<file path="src/design/ncm_pkg.sv">
// Package for the nixie crossfade multiplexer: item structs, command word,
// fade ramp table and default sizes. No dependencies.
`default_nettype none

package ncm_pkg;

  // Default sizes handed to the top level
  localparam int unsigned TUBE_COUNT_DEF = 6;
  localparam int unsigned FADE_STEPS_DEF = 128;

  // Queue depths between the parts
  localparam int unsigned CMD_DEPTH = 2;
  localparam int unsigned RES_DEPTH = 4;

  // Tube index in a command, wide enough for sixteen tubes
  localparam int unsigned TUBE_IDX_W = 4;

  // Fixed constants of the data path
  localparam logic [5:0] FULL_TIME   = 6'h3F;
  localparam logic [3:0] BLANK_RESET = 4'hF;
  localparam logic [4:0] VALUE_RESET = 5'h0F;
  localparam int unsigned FLASH_BIT  = 4;
  localparam int unsigned TABLE_LEN  = 128;

  // Operation codes of an input transaction
  localparam logic OP_WRITE = 1'b0;
  localparam logic OP_SLOT  = 1'b1;

  typedef struct packed {
    logic       operation;
    logic [2:0] digit;
    logic [4:0] value;
  } in_item_t;

  typedef struct packed {
    logic [3:0] tube_code;
    logic [2:0] anode;
    logic [5:0] on_time;
    logic       last;
  } out_item_t;

  // Classified command passed from the front to the engine
  typedef struct packed {
    logic                  is_slot;
    logic [TUBE_IDX_W-1:0] tube;
    logic [4:0]            value;
  } cmd_t;

  // Brightness ramp, full on down to dark
  localparam logic [5:0] RAMP [TABLE_LEN] = '{
    6'h3F, 6'h3E, 6'h3E, 6'h3E, 6'h3E, 6'h3E, 6'h3E, 6'h3E,
    6'h3E, 6'h3E, 6'h3D, 6'h3D, 6'h3D, 6'h3D, 6'h3D, 6'h3D, 6'h3D, 6'h3D,
    6'h3D, 6'h3C, 6'h3C, 6'h3C, 6'h3C, 6'h3C, 6'h3C, 6'h3C, 6'h3C, 6'h3B,
    6'h3B, 6'h3B, 6'h3B, 6'h3B, 6'h3B, 6'h3B, 6'h3A, 6'h3A, 6'h3A, 6'h3A,
    6'h3A, 6'h3A, 6'h3A, 6'h39, 6'h39, 6'h39, 6'h39, 6'h39, 6'h39, 6'h39,
    6'h38, 6'h38, 6'h38, 6'h38, 6'h38, 6'h38, 6'h37, 6'h37, 6'h37, 6'h37,
    6'h37, 6'h36, 6'h36, 6'h36, 6'h36, 6'h36, 6'h36, 6'h35, 6'h35, 6'h35,
    6'h35, 6'h34, 6'h34, 6'h34, 6'h34, 6'h34, 6'h33, 6'h33, 6'h33, 6'h33,
    6'h32, 6'h32, 6'h32, 6'h31, 6'h31, 6'h31, 6'h31, 6'h30, 6'h30, 6'h30,
    6'h2F, 6'h2F, 6'h2F, 6'h2E, 6'h2E, 6'h2E, 6'h2D, 6'h2D, 6'h2D, 6'h2C,
    6'h2C, 6'h2B, 6'h2B, 6'h2A, 6'h2A, 6'h29, 6'h29, 6'h28, 6'h28, 6'h27,
    6'h26, 6'h26, 6'h25, 6'h24, 6'h24, 6'h23, 6'h22, 6'h21, 6'h20, 6'h1F,
    6'h1D, 6'h1C, 6'h1B, 6'h19, 6'h17, 6'h14, 6'h12, 6'h0E, 6'h09, 6'h00
  };

endpackage

`default_nettype wire

</file>
<file path="src/design/ncm_fifo.sv">
// Small register FIFO used for the command queue and the result queue.
// Depends on ncm_pkg for default sizes.
`default_nettype none

module ncm_fifo #(
  parameter int unsigned WIDTH = $bits(ncm_pkg::cmd_t),
  parameter int unsigned DEPTH = ncm_pkg::CMD_DEPTH
) (
  input  wire logic             clk_i,
  input  wire logic             rst_ni,
  input  wire logic             wr_i,
  input  wire logic [WIDTH-1:0] wr_data_i,
  output logic                  full_o,
  input  wire logic             rd_i,
  output logic      [WIDTH-1:0] rd_data_o,
  output logic                  empty_o
);

  localparam int unsigned AW = (DEPTH > 1) ? $clog2(DEPTH) : 1;
  localparam int unsigned CW = $clog2(DEPTH + 1);

  logic [WIDTH-1:0] mem_q [DEPTH];
  logic [AW-1:0]    wr_ptr_q, wr_ptr_d;
  logic [AW-1:0]    rd_ptr_q, rd_ptr_d;
  logic [CW-1:0]    cnt_q, cnt_d;
  logic             do_wr, do_rd;

  assign full_o    = (cnt_q == CW'(DEPTH));
  assign empty_o   = (cnt_q == '0);
  assign do_wr     = wr_i && !full_o;
  assign do_rd     = rd_i && !empty_o;
  assign rd_data_o = mem_q[rd_ptr_q];

  // Pointer and fill count update
  always_comb begin
    wr_ptr_d = wr_ptr_q;
    rd_ptr_d = rd_ptr_q;
    cnt_d    = cnt_q;
    if (do_wr) begin
      wr_ptr_d = (wr_ptr_q == AW'(DEPTH - 1)) ? '0 : wr_ptr_q + AW'(1);
    end
    if (do_rd) begin
      rd_ptr_d = (rd_ptr_q == AW'(DEPTH - 1)) ? '0 : rd_ptr_q + AW'(1);
    end
    if (do_wr && !do_rd) begin
      cnt_d = cnt_q + CW'(1);
    end else if (do_rd && !do_wr) begin
      cnt_d = cnt_q - CW'(1);
    end
  end

  always_ff @(posedge clk_i or negedge rst_ni) begin
    if (!rst_ni) begin
      wr_ptr_q <= '0;
      rd_ptr_q <= '0;
      cnt_q    <= '0;
    end else begin
      wr_ptr_q <= wr_ptr_d;
      rd_ptr_q <= rd_ptr_d;
      cnt_q    <= cnt_d;
    end
  end

  // Storage, no reset needed
  always_ff @(posedge clk_i) begin
    if (do_wr) begin
      mem_q[wr_ptr_q] <= wr_data_i;
    end
  end

endmodule

`default_nettype wire

</file>
<file path="src/design/ncm_front.sv">
// Front end: accepts input transactions, classifies them into commands and
// queues them for the engine. Depends on ncm_pkg and ncm_fifo.
`default_nettype none

module ncm_front #(
  parameter int unsigned TUBE_COUNT = ncm_pkg::TUBE_COUNT_DEF
) (
  input  wire logic             clk_i,
  input  wire logic             rst_ni,
  input  wire logic             push_i,
  input  wire ncm_pkg::in_item_t item_i,
  output logic                  full_o,
  input  wire logic             cmd_pop_i,
  output ncm_pkg::cmd_t         cmd_o,
  output logic                  cmd_valid_o
);

  ncm_pkg::cmd_t cmd_in;
  logic          in_range;
  logic          keep;
  logic          cmd_empty;

  // Writes are addressed from the far end; out-of-range ones are dropped here
  assign in_range       = ({2'b00, item_i.digit} < 5'(TUBE_COUNT));
  assign keep           = (item_i.operation == ncm_pkg::OP_SLOT) || in_range;
  assign cmd_in.is_slot = (item_i.operation == ncm_pkg::OP_SLOT);
  assign cmd_in.tube    = ncm_pkg::TUBE_IDX_W'(TUBE_COUNT - 1)
                          - {1'b0, item_i.digit};
  assign cmd_in.value   = item_i.value;

  ncm_fifo #(
    .WIDTH ($bits(ncm_pkg::cmd_t)),
    .DEPTH (ncm_pkg::CMD_DEPTH)
  ) u_cmd_fifo (
    .clk_i     (clk_i),
    .rst_ni    (rst_ni),
    .wr_i      (push_i && keep),
    .wr_data_i (cmd_in),
    .full_o    (full_o),
    .rd_i      (cmd_pop_i),
    .rd_data_o (cmd_o),
    .empty_o   (cmd_empty)
  );

  assign cmd_valid_o = !cmd_empty;

endmodule

`default_nettype wire

</file>
<file path="src/design/ncm_engine.sv">
// Back end: per-tube fade state, slot rotation and segment generation.
// Holds the blank code register. Depends on ncm_pkg.
`default_nettype none

module ncm_engine #(
  parameter int unsigned TUBE_COUNT = ncm_pkg::TUBE_COUNT_DEF,
  parameter int unsigned FADE_STEPS = ncm_pkg::FADE_STEPS_DEF
) (
  input  wire logic          clk_i,
  input  wire logic          rst_ni,
  input  wire logic          cfg_we_i,
  input  wire logic [3:0]    cfg_wdata_i,
  input  wire ncm_pkg::cmd_t cmd_i,
  input  wire logic          cmd_valid_i,
  output logic               cmd_pop_o,
  input  wire logic          seg_full_i,
  output logic               seg_push_o,
  output ncm_pkg::out_item_t seg_o
);

  localparam int unsigned SW   = (TUBE_COUNT > 1) ? $clog2(TUBE_COUNT) : 1;
  localparam int unsigned PW   = $clog2(FADE_STEPS);
  localparam int unsigned LAST = FADE_STEPS - 1;

  localparam logic [1:0] PH_STEADY = 2'd0;
  localparam logic [1:0] PH_CROSS  = 2'd1;
  localparam logic [1:0] PH_OUT    = 2'd2;
  localparam logic [1:0] PH_IN     = 2'd3;

  logic [3:0]    blank_q;
  logic [SW-1:0] slot_q, slot_d;
  logic [1:0]    phase_q  [TUBE_COUNT];
  logic [4:0]    shown_q  [TUBE_COUNT];
  logic [4:0]    target_q [TUBE_COUNT];
  logic [4:0]    req_q    [TUBE_COUNT];
  logic [PW-1:0] pos_q    [TUBE_COUNT];

  logic                pend_q;
  ncm_pkg::out_item_t  pend_seg_q;

  // Ramp scaled onto the fade length, built at elaboration
  logic [5:0] step_lut [FADE_STEPS];
  for (genvar g = 0; g < FADE_STEPS; g++) begin : g_step
    assign step_lut[g] = ncm_pkg::RAMP[(g * (ncm_pkg::TABLE_LEN - 1)) / LAST];
  end

  logic               exec_slot, exec_write;
  logic [SW-1:0]      wr_idx;
  logic [1:0]         ph, ph_n;
  logic [4:0]         sh, sh_n, tg, tg_n, rq;
  logic [PW-1:0]      pos, pos_n, p;
  logic [5:0]         d;
  logic               two_segs;
  logic [SW+2:0]      slot_ext;
  ncm_pkg::out_item_t seg0, seg1;

  // Handshake with the command queue and the result queue
  assign cmd_pop_o  = !pend_q && cmd_valid_i && (!cmd_i.is_slot || !seg_full_i);
  assign exec_slot  = cmd_pop_o && cmd_i.is_slot;
  assign exec_write = cmd_pop_o && !cmd_i.is_slot;
  assign seg_push_o = pend_q ? !seg_full_i : exec_slot;
  assign seg_o      = pend_q ? pend_seg_q : seg0;
  assign wr_idx     = cmd_i.tube[SW-1:0];

  // Current tube record
  assign ph       = phase_q[slot_q];
  assign sh       = shown_q[slot_q];
  assign tg       = target_q[slot_q];
  assign rq       = req_q[slot_q];
  assign pos      = pos_q[slot_q];
  assign slot_ext = (SW + 3)'(slot_q);
  assign slot_d   = (slot_q == SW'(TUBE_COUNT - 1)) ? '0 : slot_q + SW'(1);

  // Fade step: saturate, look up
  assign p = (pos > PW'(LAST)) ? PW'(LAST) : pos;
  assign d = step_lut[p];

  // Phase machine and segment formation for one slot
  always_comb begin
    ph_n     = ph;
    sh_n     = sh;
    tg_n     = tg;
    pos_n    = p + PW'(1);
    two_segs = 1'b1;
    seg0     = '{tube_code: sh[3:0], anode: slot_ext[2:0], on_time: d, last: 1'b0};
    seg1     = '{tube_code: blank_q, anode: slot_ext[2:0],
                 on_time: ncm_pkg::FULL_TIME - d, last: 1'b1};
    unique case (ph)
      PH_STEADY: begin
        pos_n    = pos;
        two_segs = 1'b0;
        if (tg != rq) begin
          tg_n  = rq;
          ph_n  = rq[ncm_pkg::FLASH_BIT] ? PH_OUT : PH_CROSS;
          pos_n = '0;
        end
        seg0.on_time = ncm_pkg::FULL_TIME;
        seg0.last    = 1'b1;
      end
      PH_CROSS: begin
        if (d == '0) begin
          sh_n  = tg;
          ph_n  = PH_STEADY;
          pos_n = '0;
        end
        seg0.tube_code = sh_n[3:0];
        seg1.tube_code = tg[3:0];
      end
      PH_OUT: begin
        if (d == '0) begin
          ph_n  = PH_IN;
          sh_n  = tg;
          pos_n = '0;
        end
      end
      default: begin
        if (d == '0) begin
          ph_n  = (sh != tg) ? PH_CROSS : PH_OUT;
          pos_n = '0;
        end
      end
    endcase
    // Flash phases blank the whole slot when the ramp runs out
    if (ph != PH_STEADY && ph != PH_CROSS && d == '0) begin
      two_segs       = 1'b0;
      seg0.tube_code = blank_q;
      seg0.on_time   = ncm_pkg::FULL_TIME;
      seg0.last      = 1'b1;
    end
  end

  // Blank code register
  always_ff @(posedge clk_i or negedge rst_ni) begin
    if (!rst_ni) begin
      blank_q <= ncm_pkg::BLANK_RESET;
    end else if (cfg_we_i) begin
      blank_q <= cfg_wdata_i;
    end
  end

  // Tube records, rotation and second-segment hold
  always_ff @(posedge clk_i or negedge rst_ni) begin
    if (!rst_ni) begin
      slot_q <= '0;
      pend_q <= 1'b0;
      for (int i = 0; i < TUBE_COUNT; i++) begin
        phase_q[i]  <= PH_STEADY;
        shown_q[i]  <= ncm_pkg::VALUE_RESET;
        target_q[i] <= ncm_pkg::VALUE_RESET;
        req_q[i]    <= ncm_pkg::VALUE_RESET;
        pos_q[i]    <= '0;
      end
    end else begin
      if (pend_q && !seg_full_i) begin
        pend_q <= 1'b0;
      end
      if (exec_write) begin
        req_q[wr_idx] <= cmd_i.value;
      end
      if (exec_slot) begin
        slot_q           <= slot_d;
        phase_q[slot_q]  <= ph_n;
        shown_q[slot_q]  <= sh_n;
        target_q[slot_q] <= tg_n;
        pos_q[slot_q]    <= pos_n;
        pend_q           <= two_segs;
      end
    end
  end

  // Second segment payload
  always_ff @(posedge clk_i) begin
    if (exec_slot) begin
      pend_seg_q <= seg1;
    end
  end

endmodule

`default_nettype wire

</file>
<file path="src/design/nixie_crossfade_multiplexer_core.sv">
// Top level of the nixie crossfade multiplexer: front end, engine and result
// queue. Depends on ncm_pkg, ncm_front, ncm_engine and ncm_fifo.
`default_nettype none

// Drives a row of multiplexed nixie tubes with crossfading and flashing.
// A write transaction (operation 0) stores a requested value for a tube,
// addressed from the far end; bit 4 of the value asks for flashing. A slot
// transaction (operation 1) serves the next tube in rotation and yields one
// or two segments (code, anode, on-time out of 63, last flag) on the result
// queue. Transactions pass through a two-entry command queue to the engine,
// which takes a write even while the result queue is full and hands the
// segments of a slot to the result queue one segment a cycle while that
// queue is not full; it takes no new transaction while a second segment
// waits. The blank code register may be written at any cycle while no
// transaction is in flight; it takes effect on the next slot.
module nixie_crossfade_multiplexer_core #(
  parameter int unsigned TUBE_COUNT = ncm_pkg::TUBE_COUNT_DEF,
  parameter int unsigned FADE_STEPS = ncm_pkg::FADE_STEPS_DEF
) (
  input  wire logic              clk_i,
  input  wire logic              rst_ni,
  input  wire logic              push,
  input  wire ncm_pkg::in_item_t in_item_i,
  output logic                   full,
  output logic                   empty,
  input  wire logic              pop,
  output ncm_pkg::out_item_t     out_item_o,
  input  wire logic              cfg_we_i,
  input  wire logic [3:0]        cfg_wdata_i
);

  ncm_pkg::cmd_t      cmd;
  logic               cmd_valid, cmd_pop;
  logic               seg_push, seg_full;
  ncm_pkg::out_item_t seg;

  ncm_front #(
    .TUBE_COUNT (TUBE_COUNT)
  ) u_front (
    .clk_i       (clk_i),
    .rst_ni      (rst_ni),
    .push_i      (push),
    .item_i      (in_item_i),
    .full_o      (full),
    .cmd_pop_i   (cmd_pop),
    .cmd_o       (cmd),
    .cmd_valid_o (cmd_valid)
  );

  ncm_engine #(
    .TUBE_COUNT (TUBE_COUNT),
    .FADE_STEPS (FADE_STEPS)
  ) u_engine (
    .clk_i       (clk_i),
    .rst_ni      (rst_ni),
    .cfg_we_i    (cfg_we_i),
    .cfg_wdata_i (cfg_wdata_i),
    .cmd_i       (cmd),
    .cmd_valid_i (cmd_valid),
    .cmd_pop_o   (cmd_pop),
    .seg_full_i  (seg_full),
    .seg_push_o  (seg_push),
    .seg_o       (seg)
  );

  // Result queue
  ncm_fifo #(
    .WIDTH ($bits(ncm_pkg::out_item_t)),
    .DEPTH (ncm_pkg::RES_DEPTH)
  ) u_res_fifo (
    .clk_i     (clk_i),
    .rst_ni    (rst_ni),
    .wr_i      (seg_push),
    .wr_data_i (seg),
    .full_o    (seg_full),
    .rd_i      (pop),
    .rd_data_o (out_item_o),
    .empty_o   (empty)
  );

endmodule

`default_nettype wire

</file>
<file path="config.mk">
export PLATFORM = sky130hd
export DESIGN_NAME = nixie_crossfade_multiplexer_core
export DESIGN_NICKNAME = d
export VERILOG_FILES = /design/src/design/ncm_pkg.sv /design/src/design/ncm_fifo.sv /design/src/design/ncm_front.sv /design/src/design/ncm_engine.sv /design/src/design/nixie_crossfade_multiplexer_core.sv
export SDC_FILE = /design/constraint.sdc
export NUM_CORES = 1
export LEC_CHECK = 0
export BUFFER_PORTS_ARGS = -buffer_cell sky130_fd_sc_hd__buf_2
export CAP_MARGIN = 20
export CORE_MARGIN = 1.5
export CORE_UTILIZATION = 58
export CTS_CLUSTER_SIZE = 16
export DETAILED_ROUTE_END_ITERATION = 7
export GPL_TIMING_DRIVEN = 0
export PLACE_DENSITY = 0.87
export SYNTH_ARGS = -nofsm -noshare
export SYNTH_HDL_FRONTEND = slang
export SYNTH_HIERARCHICAL = 1
export SYNTH_SLANG_ARGS = --single-unit
</file>
<file path="constraint.sdc">
create_clock -name clk_i -period 4.4 [get_ports clk_i]
set_clock_uncertainty 0.15 [all_clocks]
set_input_delay 0.66 -clock clk_i [delete_from_list [all_inputs] [get_ports clk_i]]
set_output_delay 0.66 -clock clk_i [all_outputs]
set_load 0.01 [all_outputs]
</file>
==> run metrics <==
status=finished with violations; failing checks=hold timing; Critical Path AT=4.60 ns; max incr delay on CP=0.50 ns; Design Area, Final=14000 um^2; TritonCTS Sinks=250; number of vias per cell=6.58; most frequent cells in the layout=116 x nand2_1, 88 x mux2_2, 87 x dfrtp_1, 87 x edfxtp_1, 76 x dfstp_2; Crit Path Class=register to register; Mapped Area=12300 um^2; CTS Hold Bufs=0; Root Buffer=clkbuf_16; first-pass GRT wire length=48700 um; crit-path leading delay family=buffers and inverters; PD cells=792 nW/um^2; DR iter-0 viols=1032; clock buffer depth=3; initial antenna violation count=0; FF-to-FF End=u_engine/phase_q[1]; Synth Area per Inst=12.5 um^2; Die X=149 um; number of port buffers=33; CP Launch Type=register; measured slew at the worst slew-check pin=1.11 ns; Synth Net Count=1033; RR Startpoint=u_engine/slot_q[2]; vias in the first global route=9010; Initial Utilization=58.9%; r2r worst-path depth=13; Synth Warn #=6; Max Fanout on Critical Path=10; die area=22200 um^2; H-tree levels=1; Req. time, crit path=4.72 ns; Fin. Hold Viols=16; CP max-delay cell=dfrtp_1; Final Cycle Share=97.5%; Clock Latency Late Sink=0.54 ns; DRT antenna net count=0; TritonCTS Buffers=26; Nets=1099; Synth-to-Final Area Change=13.0%; worst reg-to-reg setup slack=0.11 ns; post-place instance area=12900 um^2; worst hold path type=primary input to asynchronous set/reset pin; post-detail-place hpwl=20600 um; commonest non-fill, non-tap cell in the layout=nand2_1; largest net degree at the start of global routing=94; Bufs and invs on worst path=5; CTS tree=done; Rows=53; GRT Total Usage=28.5%; chip height=149 um; setup violators final=0; DRC Markers=0; leak pwr=5.51 nW; max-cap check violation count=0; Crit. End Element=register; via count=8890; maximum vdd drop=326 uV; 1st-pass router iterations=6; final WL=31200 um; Slew headroom=26.2%; routability cong.=0.896; core area=21000 um^2; drt wl/cell=23.1 um; CTS clk-pin slew, worst paths=0.06 ns; I/O pin count=34; Slew Limit Fails=0; Hold WS=-0.0311 ns; Final TNS setup=0 ns; Antenna Diode Count=0; Mapped Cells=990; fraction of layout cells with a size suffix above 1=31.0%; Tmin final=4.29 ns; total gr overflow=0; Achievable Freq=233 MHz; worst-path cell chain=buf_2 > clkinv_1 > clkbuf_1 > a221oi_1 > a31oi_1 > inv_1 > ha_2 > clkinv_2 > nor4_1 > mux2_4 > nor4b_2 > a31oi_2 > mux2_1; Setup crit start=u_engine/slot_q[2]
-- metrics by stage --
step	std cells	total power [mW]	setup WS, ns	hold slack [ns]	utilization [%]
2_1_floorplan	990	7.08	0.307	0.214	-
3_3_place_gp	1298	8.26	-0.998	0.276	61.3
3_5_place_dp	1299	8.48	-1.08	0.283	61.5
4_1_cts	1347	10.7	0.00278	0.00241	65.9
5_1_grt	1351	11.5	-0.0264	0.0390	66.6
6_report	1351	11.0	0.112	-0.0311	66.6
-- metal layers --
layer	up-vias	part of all wire [%]	GRT usage, %
met5	-	0	0
met4	0	4.0	12.1
met3	111	8.5	5.26
met2	503	49	48.2
met1	4484	39	35.9
li1	3792	-	-
-- state kept, by name (all words and copies together), names as in the netlist --
register and cells:
u_engine/pend_seg_q 13, u_front/u_cmd_fifo/mem_q 18, u_engine/pos_q 42, u_res_fifo/mem_q 56, u_front/u_cmd_fifo/rd_ptr_q 1, u_front/u_cmd_fifo/cnt_q 2, u_engine/req_q 30, u_engine/slot_q 3
u_front/u_cmd_fifo/wr_ptr_q 1, u_engine/blank_q 4, u_engine/pend_q 1, u_res_fifo/wr_ptr_q 2, u_engine/target_q 30, u_res_fifo/rd_ptr_q 2, u_res_fifo/cnt_q 3, u_engine/shown_q 30
u_engine/phase_q 12
-- worst reg2reg max path: stages, from the launching register on --
cell and delay (ns):
dfrtp_1 0.50, buf_2 0.32, clkinv_1 0.41, clkbuf_1 0.44, a221oi_1 0.37, a31oi_1 0.14
inv_1 0.19, ha_2 0.32, clkinv_2 0.27, nor4_1 0.36, mux2_4 0.20, nor4b_2 0.05
a31oi_2 0.31, mux2_1 0.19
-- cell type report --
cell class	instances	area, um^2
fillers	1414	7000
flip-flops and latches	250	6790
multi-input cells	649	5310
clock buffers	41	747
well taps	275	344
plain buffers	51	308
repair buffers	43	270
inverters	35	136
clock inverters	7	52.6
-- power by group --
group	total [mW]	internal, mW	switching (mW)
Clock	2.05	1.17	0.879
Combinational	5.14	2.00	3.14
Sequential	3.86	3.47	0.389
Total	11.0	6.64	4.41
-- how the worst max path moves through the flow --
stage / slack (ns) / cells past startpoint / to
6_report: 0.11 / 13 / u_engine/phase_q[1]
5_1_grt: -0.03 / 12 / u_res_fifo/mem_q[1][13]
4_1_cts: 0.003 / 19 / u_res_fifo/mem_q[2][10]
3_5_place_dp: -1.08 / 18 / u_res_fifo/mem_q[0][11]
3_3_place_gp: -1.0 / 18 / u_res_fifo/mem_q[0][11]
2_1_floorplan: 0.31 / 18 / u_res_fifo/mem_q[0][11]
-- what timing repair did --
action	CTS	global route
resized for setup	33	22
endpoints found under the setup margin	153	132
setup buffers	3	6
pin swaps	5	8
gates cloned	0	0
No activity file was read; power rests on OpenSTA's default activity.
